$ cat src/dswa_pkg.sv
// Package for the dual sensor window alarm: payload structs, command codes,
// register indexes, reset constants and the saturation helper.
// No dependencies.
`default_nettype none

package dswa_pkg;

   localparam int TEMP_W = 16;
   localparam int CNT_W  = 8;
   localparam int CSR_IDX_W = 3;
   // wide enough for a 32-bit limit plus a signed step
   localparam int WIDE_W = 34;

   typedef enum logic [2:0] {
      CMD_SAMPLE    = 3'd0,
      CMD_MUTE      = 3'd1,
      CMD_NEXT_SLOT = 3'd2,
      CMD_STEP_DOWN = 3'd3,
      CMD_STEP_UP   = 3'd4,
      CMD_SET_LIMIT = 3'd5,
      CMD_DEFAULTS  = 3'd6
   } cmd_type;

   typedef enum logic [CSR_IDX_W-1:0] {
      CSR_FIRST_LOW   = 3'd0,
      CSR_FIRST_HIGH  = 3'd1,
      CSR_SECOND_LOW  = 3'd2,
      CSR_SECOND_HIGH = 3'd3,
      CSR_CONFIRM     = 3'd4,
      CSR_STEP        = 3'd5
   } csr_type;

   localparam logic [3:0][TEMP_W-1:0] LIMIT_RST = {16'd1600, 16'd0, 16'd960, 16'd160};
   localparam logic [CNT_W-1:0] CONFIRM_RST = 8'd3;
   localparam logic [CNT_W-1:0] STEP_RST    = 8'd16;

   typedef struct packed {
      logic [2:0]               command;
      logic                     first_valid;
      logic signed [TEMP_W-1:0] first_temp;
      logic                     second_valid;
      logic signed [TEMP_W-1:0] second_temp;
      logic [1:0]               limit_slot;
      logic signed [TEMP_W-1:0] limit_value;
   } req_type;

   typedef struct packed {
      logic                     first_alarm;
      logic                     second_alarm;
      logic                     alarm_active;
      logic                     muted;
      logic                     alarm_drive;
      logic [1:0]               current_slot;
      logic signed [TEMP_W-1:0] slot_value;
      logic signed [TEMP_W-1:0] first_lowest;
      logic signed [TEMP_W-1:0] first_highest;
      logic signed [TEMP_W-1:0] second_lowest;
      logic signed [TEMP_W-1:0] second_highest;
   } rsp_type;

   // limit store controls for the item in flight
   typedef struct packed {
      logic       step_en;
      logic       step_down;
      logic       set_en;
      logic [1:0] set_slot;
      logic       load_en;
      logic [1:0] slot;
   } lim_ctrl_type;

   // clamp to the signed range of a bits-wide word
   function automatic logic signed [WIDE_W-1:0] sat_wide(input logic signed [WIDE_W-1:0] v,
                                                         input int unsigned bits);
      logic signed [WIDE_W-1:0] hi;
      logic signed [WIDE_W-1:0] lo;
      hi = $signed((WIDE_W'(1) << (bits - 1)) - WIDE_W'(1));
      lo = ~hi;
      if (v > hi) begin
         return hi;
      end else if (v < lo) begin
         return lo;
      end
      return v;
   endfunction

endpackage

`default_nettype wire

$ cat src/dual_sensor_window_alarm_unit.sv
// Dual sensor window alarm, top level: config registers, input register,
// mute and slot state, result register. Depends on dswa_pkg, dswa_sensor, dswa_limits.
//
// Usage:
//   req_valid/req_stall/req_data carry one command item per transfer (a sensor
//   sample or a key event). rsp_valid/rsp_stall/rsp_data return exactly one
//   result per item, in order.
//   An item is captured in the input register, evaluated against the state
//   once the result register is free and lands there; rsp_valid then rises.
//   One item per cycle is sustained while the receiver does not stall; the
//   state update for each item is a single compare/add pass, done as the item
//   moves into the result register.
//   When the receiver stalls, the result register holds; the input register
//   still takes one more item, then req_stall rises until the result drains.
//   The csr_ port writes the default limits, confirm count and step size; write
//   only while no item is in flight.
//   Reset (synchronous) loads the reset register values, the default limits,
//   clears extremes, confirm counters, mute and the slot pointer.
`default_nettype none

module dual_sensor_window_alarm_unit #(
   parameter int TEMP_BITS = 16
) (
   input  wire logic                               clock,
   input  wire logic                               reset,
   input  wire logic                               req_valid,
   output logic                                    req_stall,
   input  wire dswa_pkg::req_type                  req_data,
   output logic                                    rsp_valid,
   input  wire logic                               rsp_stall,
   output dswa_pkg::rsp_type                       rsp_data,
   input  wire logic                               csr_write_en,
   input  wire logic [dswa_pkg::CSR_IDX_W-1:0]     csr_index,
   input  wire logic [dswa_pkg::TEMP_W-1:0]        csr_wdata
);

   localparam int WW = dswa_pkg::WIDE_W;
   localparam int TW = dswa_pkg::TEMP_W;
   localparam int CW = dswa_pkg::CNT_W;

   logic [3:0][TW-1:0] def_ff;
   logic [CW-1:0]      confirm_ff;
   logic [CW-1:0]      step_ff;
   logic [CW-1:0]      need;

   logic               s1_valid_ff;
   dswa_pkg::req_type  s1_req_ff;
   logic               rsp_valid_ff;
   dswa_pkg::rsp_type  rsp_ff, rsp_in;
   logic               advance;

   logic               mute_ff, mute_in;
   logic [1:0]         slot_ff, slot_in;

   logic               is_sample;
   logic               a1_now, a2_now, a1_upd, a2_upd;
   logic               act_now, act_upd;
   logic signed [TW-1:0] lo1, hi1, lo2, hi2;
   logic signed [WW-1:0] slot_wide;

   dswa_pkg::lim_ctrl_type     lim_ctrl;
   logic [3:0][TEMP_BITS-1:0]  lim_now, lim_upd;

   // config registers
   always_ff @(posedge clock) begin
      if (reset) begin
         def_ff     <= dswa_pkg::LIMIT_RST;
         confirm_ff <= dswa_pkg::CONFIRM_RST;
         step_ff    <= dswa_pkg::STEP_RST;
      end else if (csr_write_en) begin
         unique case (csr_index)
            dswa_pkg::CSR_FIRST_LOW:   def_ff[0]  <= csr_wdata;
            dswa_pkg::CSR_FIRST_HIGH:  def_ff[1]  <= csr_wdata;
            dswa_pkg::CSR_SECOND_LOW:  def_ff[2]  <= csr_wdata;
            dswa_pkg::CSR_SECOND_HIGH: def_ff[3]  <= csr_wdata;
            dswa_pkg::CSR_CONFIRM:     confirm_ff <= csr_wdata[CW-1:0];
            dswa_pkg::CSR_STEP:        step_ff    <= csr_wdata[CW-1:0];
            default: ;
         endcase
      end
   end

   assign need = (confirm_ff == '0) ? CW'(1) : confirm_ff;

   // handshake
   assign advance   = s1_valid_ff && (!rsp_valid_ff || !rsp_stall);
   assign req_stall = s1_valid_ff && !advance;
   assign rsp_valid = rsp_valid_ff;
   assign rsp_data  = rsp_ff;

   always_ff @(posedge clock) begin
      if (reset) begin
         s1_valid_ff  <= 1'b0;
         rsp_valid_ff <= 1'b0;
      end else begin
         if (req_valid && !req_stall) begin
            s1_valid_ff <= 1'b1;
         end else if (advance) begin
            s1_valid_ff <= 1'b0;
         end
         if (advance) begin
            rsp_valid_ff <= 1'b1;
         end else if (!rsp_stall) begin
            rsp_valid_ff <= 1'b0;
         end
      end
   end

   always_ff @(posedge clock) begin
      if (req_valid && !req_stall) begin
         s1_req_ff <= req_data;
      end
      if (advance) begin
         rsp_ff <= rsp_in;
      end
   end

   assign is_sample = s1_req_ff.command == dswa_pkg::CMD_SAMPLE;

   dswa_sensor #(.TEMP_BITS(TEMP_BITS)) u_sensor_first (
      .clock       (clock),
      .reset       (reset),
      .sample_en   (advance && is_sample),
      .valid       (s1_req_ff.first_valid),
      .temp        (s1_req_ff.first_temp),
      .low_lim     (lim_now[0]),
      .high_lim    (lim_now[1]),
      .need        (need),
      .alarm_now   (a1_now),
      .alarm_upd   (a1_upd),
      .lowest_upd  (lo1),
      .highest_upd (hi1)
   );

   dswa_sensor #(.TEMP_BITS(TEMP_BITS)) u_sensor_second (
      .clock       (clock),
      .reset       (reset),
      .sample_en   (advance && is_sample),
      .valid       (s1_req_ff.second_valid),
      .temp        (s1_req_ff.second_temp),
      .low_lim     (lim_now[2]),
      .high_lim    (lim_now[3]),
      .need        (need),
      .alarm_now   (a2_now),
      .alarm_upd   (a2_upd),
      .lowest_upd  (lo2),
      .highest_upd (hi2)
   );

   always_comb begin
      lim_ctrl.step_en   = s1_req_ff.command == dswa_pkg::CMD_STEP_DOWN ||
                           s1_req_ff.command == dswa_pkg::CMD_STEP_UP;
      lim_ctrl.step_down = s1_req_ff.command == dswa_pkg::CMD_STEP_DOWN;
      lim_ctrl.set_en    = s1_req_ff.command == dswa_pkg::CMD_SET_LIMIT;
      lim_ctrl.set_slot  = s1_req_ff.limit_slot;
      lim_ctrl.load_en   = s1_req_ff.command == dswa_pkg::CMD_DEFAULTS;
      lim_ctrl.slot      = slot_ff;
   end

   dswa_limits #(.TEMP_BITS(TEMP_BITS)) u_limits (
      .clock     (clock),
      .reset     (reset),
      .fire      (advance),
      .ctrl      (lim_ctrl),
      .step_size (step_ff),
      .set_value (s1_req_ff.limit_value),
      .defaults  (def_ff),
      .lim_now   (lim_now),
      .lim_upd   (lim_upd)
   );

   // mute, slot pointer and the result word
   always_comb begin
      act_now = a1_now || a2_now;
      act_upd = a1_upd || a2_upd;
      mute_in = mute_ff;
      slot_in = slot_ff;
      if (advance) begin
         unique case (s1_req_ff.command)
            dswa_pkg::CMD_SAMPLE: begin
               if (!act_upd) begin
                  mute_in = 1'b0;
               end
            end
            dswa_pkg::CMD_MUTE: begin
               if (act_now) begin
                  mute_in = !mute_ff;
               end
            end
            dswa_pkg::CMD_NEXT_SLOT: slot_in = slot_ff + 2'd1;
            default: ;
         endcase
      end

      slot_wide = WW'($signed(lim_upd[slot_in]));

      rsp_in.first_alarm    = a1_upd;
      rsp_in.second_alarm   = a2_upd;
      rsp_in.alarm_active   = act_upd;
      rsp_in.muted          = mute_in;
      rsp_in.alarm_drive    = act_upd && !mute_in;
      rsp_in.current_slot   = slot_in;
      rsp_in.slot_value     = slot_wide[TW-1:0];
      rsp_in.first_lowest   = lo1;
      rsp_in.first_highest  = hi1;
      rsp_in.second_lowest  = lo2;
      rsp_in.second_highest = hi2;
   end

   always_ff @(posedge clock) begin
      if (reset) begin
         mute_ff <= 1'b0;
         slot_ff <= '0;
      end else begin
         mute_ff <= mute_in;
         slot_ff <= slot_in;
      end
   end

endmodule

`default_nettype wire

$ cat src/dswa_sensor.sv
// One sensor channel: min/max tracking, window test and confirm counter.
// Depends on dswa_pkg.
`default_nettype none

module dswa_sensor #(
   parameter int TEMP_BITS = 16
) (
   input  wire logic                                clock,
   input  wire logic                                reset,
   input  wire logic                                sample_en,
   input  wire logic                                valid,
   input  wire logic signed [dswa_pkg::TEMP_W-1:0]  temp,
   input  wire logic        [TEMP_BITS-1:0]         low_lim,
   input  wire logic        [TEMP_BITS-1:0]         high_lim,
   input  wire logic        [dswa_pkg::CNT_W-1:0]   need,
   output logic                                     alarm_now,
   output logic                                     alarm_upd,
   output logic signed [dswa_pkg::TEMP_W-1:0]       lowest_upd,
   output logic signed [dswa_pkg::TEMP_W-1:0]       highest_upd
);

   localparam int WW = dswa_pkg::WIDE_W;
   localparam int TW = dswa_pkg::TEMP_W;

   logic                     seen_ff, seen_in;
   logic signed [TW-1:0]     low_ff, low_in;
   logic signed [TW-1:0]     high_ff, high_in;
   logic [dswa_pkg::CNT_W-1:0] count_ff, count_in;

   logic signed [WW-1:0] reading;
   logic signed [TW-1:0] reading16;
   logic                 out_window;

   always_comb begin
      reading    = dswa_pkg::sat_wide(WW'(temp), TEMP_BITS);
      reading16  = reading[TW-1:0];
      out_window = valid &&
                   (reading < $signed(WW'($signed(low_lim))) ||
                    reading > $signed(WW'($signed(high_lim))));

      seen_in  = seen_ff;
      low_in   = low_ff;
      high_in  = high_ff;
      count_in = count_ff;
      if (sample_en) begin
         if (valid) begin
            seen_in = 1'b1;
            if (!seen_ff || reading16 < low_ff) begin
               low_in = reading16;
            end
            if (!seen_ff || reading16 > high_ff) begin
               high_in = reading16;
            end
         end
         if (out_window) begin
            if (count_ff < need) begin
               count_in = count_ff + 1'b1;
            end
         end else begin
            count_in = '0;
         end
      end
   end

   assign alarm_now   = count_ff >= need;
   assign alarm_upd   = count_in >= need;
   assign lowest_upd  = low_in;
   assign highest_upd = high_in;

   always_ff @(posedge clock) begin
      if (reset) begin
         seen_ff  <= 1'b0;
         low_ff   <= '0;
         high_ff  <= '0;
         count_ff <= '0;
      end else begin
         seen_ff  <= seen_in;
         low_ff   <= low_in;
         high_ff  <= high_in;
         count_ff <= count_in;
      end
   end

endmodule

`default_nettype wire

$ cat src/dswa_limits.sv
// Limit store: four window limits with step, set, restore and crossed-pair swap.
// Depends on dswa_pkg.
`default_nettype none

module dswa_limits #(
   parameter int TEMP_BITS = 16
) (
   input  wire logic                                   clock,
   input  wire logic                                   reset,
   input  wire logic                                   fire,
   input  wire dswa_pkg::lim_ctrl_type                 ctrl,
   input  wire logic [dswa_pkg::CNT_W-1:0]             step_size,
   input  wire logic signed [dswa_pkg::TEMP_W-1:0]     set_value,
   input  wire logic [3:0][dswa_pkg::TEMP_W-1:0]       defaults,
   output logic [3:0][TEMP_BITS-1:0]                   lim_now,
   output logic [3:0][TEMP_BITS-1:0]                   lim_upd
);

   localparam int WW = dswa_pkg::WIDE_W;

   logic [3:0][TEMP_BITS-1:0] lim_ff, lim_in;
   logic [3:0][TEMP_BITS-1:0] def_sat, rst_sat;
   logic [TEMP_BITS-1:0]      tmp;
   logic signed [WW-1:0]      cur, delta, stepped, setv;

   always_comb begin
      for (int i = 0; i < 4; i++) begin
         def_sat[i] = TEMP_BITS'(dswa_pkg::sat_wide(WW'($signed(defaults[i])), TEMP_BITS));
         rst_sat[i] = TEMP_BITS'(dswa_pkg::sat_wide(
                         WW'($signed(dswa_pkg::LIMIT_RST[i])), TEMP_BITS));
      end

      cur     = WW'($signed(lim_ff[ctrl.slot]));
      delta   = ctrl.step_down ? -$signed(WW'(step_size)) : $signed(WW'(step_size));
      stepped = dswa_pkg::sat_wide(cur + delta, TEMP_BITS);
      setv    = dswa_pkg::sat_wide(WW'(set_value), TEMP_BITS);

      lim_in = lim_ff;
      tmp    = '0;
      if (fire) begin
         if (ctrl.load_en) begin
            lim_in = def_sat;
         end else if (ctrl.step_en || ctrl.set_en) begin
            for (int i = 0; i < 4; i++) begin
               if (ctrl.step_en && ctrl.slot == 2'(i)) begin
                  lim_in[i] = stepped[TEMP_BITS-1:0];
               end
               if (ctrl.set_en && ctrl.set_slot == 2'(i)) begin
                  lim_in[i] = setv[TEMP_BITS-1:0];
               end
            end
            // low above high: swap the pair
            for (int p = 0; p < 4; p += 2) begin
               if ($signed(lim_in[p]) > $signed(lim_in[p+1])) begin
                  tmp         = lim_in[p];
                  lim_in[p]   = lim_in[p+1];
                  lim_in[p+1] = tmp;
               end
            end
         end
      end
   end

   assign lim_now = lim_ff;
   assign lim_upd = lim_in;

   always_ff @(posedge clock) begin
      if (reset) begin
         lim_ff <= rst_sat;
      end else begin
         lim_ff <= lim_in;
      end
   end

endmodule

`default_nettype wire
$ cat config.mk
export PLATFORM = sky130hd
export DESIGN_NAME = dual_sensor_window_alarm_unit
export DESIGN_NICKNAME = d
export VERILOG_FILES = /design/src/dswa_pkg.sv /design/src/dual_sensor_window_alarm_unit.sv /design/src/dswa_sensor.sv /design/src/dswa_limits.sv
export SDC_FILE = /design/constraint.sdc
export NUM_CORES = 1
export LEC_CHECK = 0
export ABC_AREA = 1
export BUFFER_PORTS_ARGS = -buffer_cell sky130_fd_sc_hd__buf_2
export CORE_ASPECT_RATIO = 1.25
export CORE_MARGIN = 4
export CORE_UTILIZATION = 50
export DETAILED_ROUTE_END_ITERATION = 8
export PLACE_DENSITY = 0.74
export SETUP_SLACK_MARGIN = 0.15
export SYNTH_ARGS = -nofsm -noshare
export SYNTH_HDL_FRONTEND = slang
export SYNTH_SLANG_ARGS = --single-unit
export TNS_END_PERCENT = 1
$ cat constraint.sdc
create_clock -name clock -period 20.6 [get_ports clock]
set_input_delay 6.18 -clock clock [delete_from_list [all_inputs] [get_ports clock]]
set_output_delay 6.18 -clock clock [all_outputs]
set_load 0.05 [all_outputs]
==> impl_metrics.yaml <==
run_status:
  status: "finished clean"
synthesis:
  synth_xor_area_frac: 0.009481
  synth_compound_area_frac: 0.1433
  synth_edf_count: 142
  synth_ff_type: "dfxtp_1"
  synth_area_per_cell_um2: 7.163
  syn-cell-area_um2: 24940
  ys_types: 58
  synth_nets: 3776
  synthSimpleGateAreaFrac: 0.2934
  yosysSeqAreaShare: 0.3564
  ys_seq_elements: 373
  synth_fa_ha_area_frac: 0.1082
  synthMuxAreaShare: 0
  synth_top_family_by_area: "simple AND/OR/NAND/NOR gates"
  syn_inst: 3482
  async_reset_ff_frac: 0
  yosys_warnings: 0
global_routing:
  grtUsageMet3: 0.04362
  grt_use_met2: 0.4410
  track_usage: 0.2822
  grt_overflow_total: 0
  use_met1: 0.3830
  grt_pass1_wl_mm: 121.7
  antenna_found_initial: 1
  grt_max_degree: 91
  busiest_layer: "met2"
  grt_pass1_vias: 21680
detailed_routing:
  num_vias: 23960
  vias_per_cell: 5.681
  wl_mm: 79.21
  ant_nets: 0
  drcViolationCount: 0
  drt_iter0_drc: 3079
  routedWlPerCell_um: 18.78
  first_pass_iters: 6
critical_path:
  slowest_delay_ps: 280
  critPathTopFamily: "buffers and inverters"
  rrSetupSlack_ps: 11260
  required_ps: 14420
  worstPathArrival_ps: 6740
  reg2reg_to: "rsp_data[74]"
  cp_common_cell: "buf_2"
  worstSetupPathType: "input pin to output pin"
  crit_path_cell_trace: "buf_2 > nand2_1 > nor2_1 > buf_2"
  crit_path_max_fanout: 3
  crit_start: "rsp_stall"
  slowest_stage: "buf_2"
  worst-r2r-cell-count: 39
  worst-path-stages: 4
  timing.rr.start: "slot_ff[0]"
  start_kind: "input pin"
  end_kind: "output pin"
  critPathCapture: "req_stall"
  cp_num_buf_inv: 2
sta:
  max_clock_freq_ghz: 0.07741
  fin_setup_tns_ps: 0
  hold_viol: 0
  setup_viol: 0
  relSlewSlack: 0.2217
  whs_ps: 457.8
  post-route-period-util: 0.6271
  fin_worst_skew_ps: 29.58
  rsz0062_at_grt: "no"
  drv_slew: 0
  period_minus_slack_ps: 12920
  timing.final.ws_setup_ps: 7682
  tightest_slew_ps: 1166
power_and_ir_drop:
  power.density_nw_per_um2: 75.48
  ir_drop_uv: 50.48
  leakagePower_nw: 13.11
layout:
  mostFrequentLayoutCells: "nand2_1, nor2_1, inv_1"
  final_common_cell: "nand2_1"
  area_growth_pct: 9.597
  instances_no_fill: 4217
  drive_gt1_frac: 0.09907
  finalNetCount: 3825
die:
  die_x_um: 207.8
  rows: 91
  die_area_um2: 53540
  core_area_um2: 49300
  die_h_um: 257.7
  io_pins: 168
  initial_core_util: 0.5059
clock_tree:
  cts_max_path_buffers: 3
  htreeDepth: 2
  ctsHoldBuffers: 0
  clock_tree.root_cell: "clkbuf_16"
  path_clk_slew_ps: 70
  worstSkewPairLatency_ps: 590
  tritoncts: "done"
  cts_buffers: 40
  cts.sinks: 373
  postCtsSetupBuffers: 0
  ctsResizeCount: 0
place:
  placed_cells: 4140
  dpl.hpwl_mm: 58.57
  preCtsSetupSlack_ps: 7675
  place.gp.congestion: 0.9718
  portBuffers: 167
flow_run:
  cap_violations: 0
min_path:
  hold_class: "flip-flop to flip-flop"
[synthesized netlist by cell type, drive strengths merged, types with 11 or more instances]
| cell type | n | share of area |
|---|---|---|
| nand3 | 406 | 0.090 |
| a211oi | 11 | 0.0033 |
| xor2 | 18 | 0.0063 |
| a21oi | 351 | 0.070 |
| o21ai | 202 | 0.041 |
| nand4 | 33 | 0.0085 |
| buf | 34 | 0.0097 |
| edfxtp | 142 | 0.17 |
| nor3 | 25 | 0.0050 |
| dfxtp | 231 | 0.19 |
| nor2 | 386 | 0.060 |
| ha | 214 | 0.11 |
| a21boi | 33 | 0.010 |
| clkbuf | 143 | 0.022 |
| inv | 378 | 0.057 |
| nand2 | 779 | 0.12 |
[stage by stage]
step	power [W]	instance area [µm²]	util
final	0.002063	27340	0.5545
after detailed placement	0.001319	25990	0.5271
after floorplan	0.001189	24940	-
after global placement	0.001315	25990	0.5271
after global routing	0.002151	27330	0.5543
after CTS	0.002062	27330	0.5543
[tightest hold or removal path, delay by kind of cell, from the launching register on]
kind            cells  cell delay (ps)
compound gates      1               50
flops               1              300
buf+inv             1               60
[layer usage]
metal / up-vias / wire length, µm
met5: - / 0
li1: 11740 / -
met1: 10940 / 33000
met3: 189 / 7010
met4: 0 / 4679
met2: 1096 / 34510
[worst min-delay path by stage]
stage | from | depth (start not counted) | end | slack, ps
2_1_floorplan | def_ff[22] | 2 | def_ff[22] | 430
3_3_place_gp | def_ff[5] | 2 | def_ff[5] | 440
3_5_place_dp | def_ff[23] | 2 | def_ff[23] | 440
4_1_cts | def_ff[48] | 2 | def_ff[48] | 460
5_1_grt | def_ff[48] | 2 | def_ff[48] | 470
6_report | def_ff[48] | 2 | def_ff[48] | 460
[kinds of logic (layout without fill, tap and decap cells)]
kind of cell | Yosys count | count (layout)
DFF | 373 | 373
adders and majority gates | 215 | 215
AOI/OAI and AO/OA | 656 | 656
buffers and inverters | 560 | 641
and+or+nand+nor | 1651 | 1651
xor gates and xnor gates | 27 | 27
other | 0 | 3
[state kept, by name (all words and copies together), names as in the netlist]
register                  flops
rsp_valid                     1
confirm_ff                    8
lim_ctrl                      2
s1_req_ff                    53
u_sensor_first.seen_ff        1
u_sensor_first.count_ff       8
slot_ff                       2
u_sensor_first.high_ff       16
u_sensor_second.count_ff      8
u_sensor_second.low_ff       16
def_ff                       64
u_sensor_second.seen_ff       1
s1_valid_ff                   1
mute_ff                       1
u_sensor_first.low_ff        16
step_ff                       8
u_sensor_second.high_ff      16
u_limits.lim_now             64
rsp_data                     87
[power breakdown]
group          switching, W  internal, W
Clock              0.000317     0.000426
Combinational      0.000348     0.000147
Sequential        0.0000275     0.000798
[area by class of cell]
cell class,instances,area [µm²]
tap,651,814.5
fill,4707,21970
inverter,383,1451
timing repair buffer,184,965.9
sequential,373,8889
clock buffer,53,1080
clock inverter,21,259.0
multi-input combinational,2549,13870
antenna,3,7.507
Note: power is estimated with default switching activity, not from simulation.
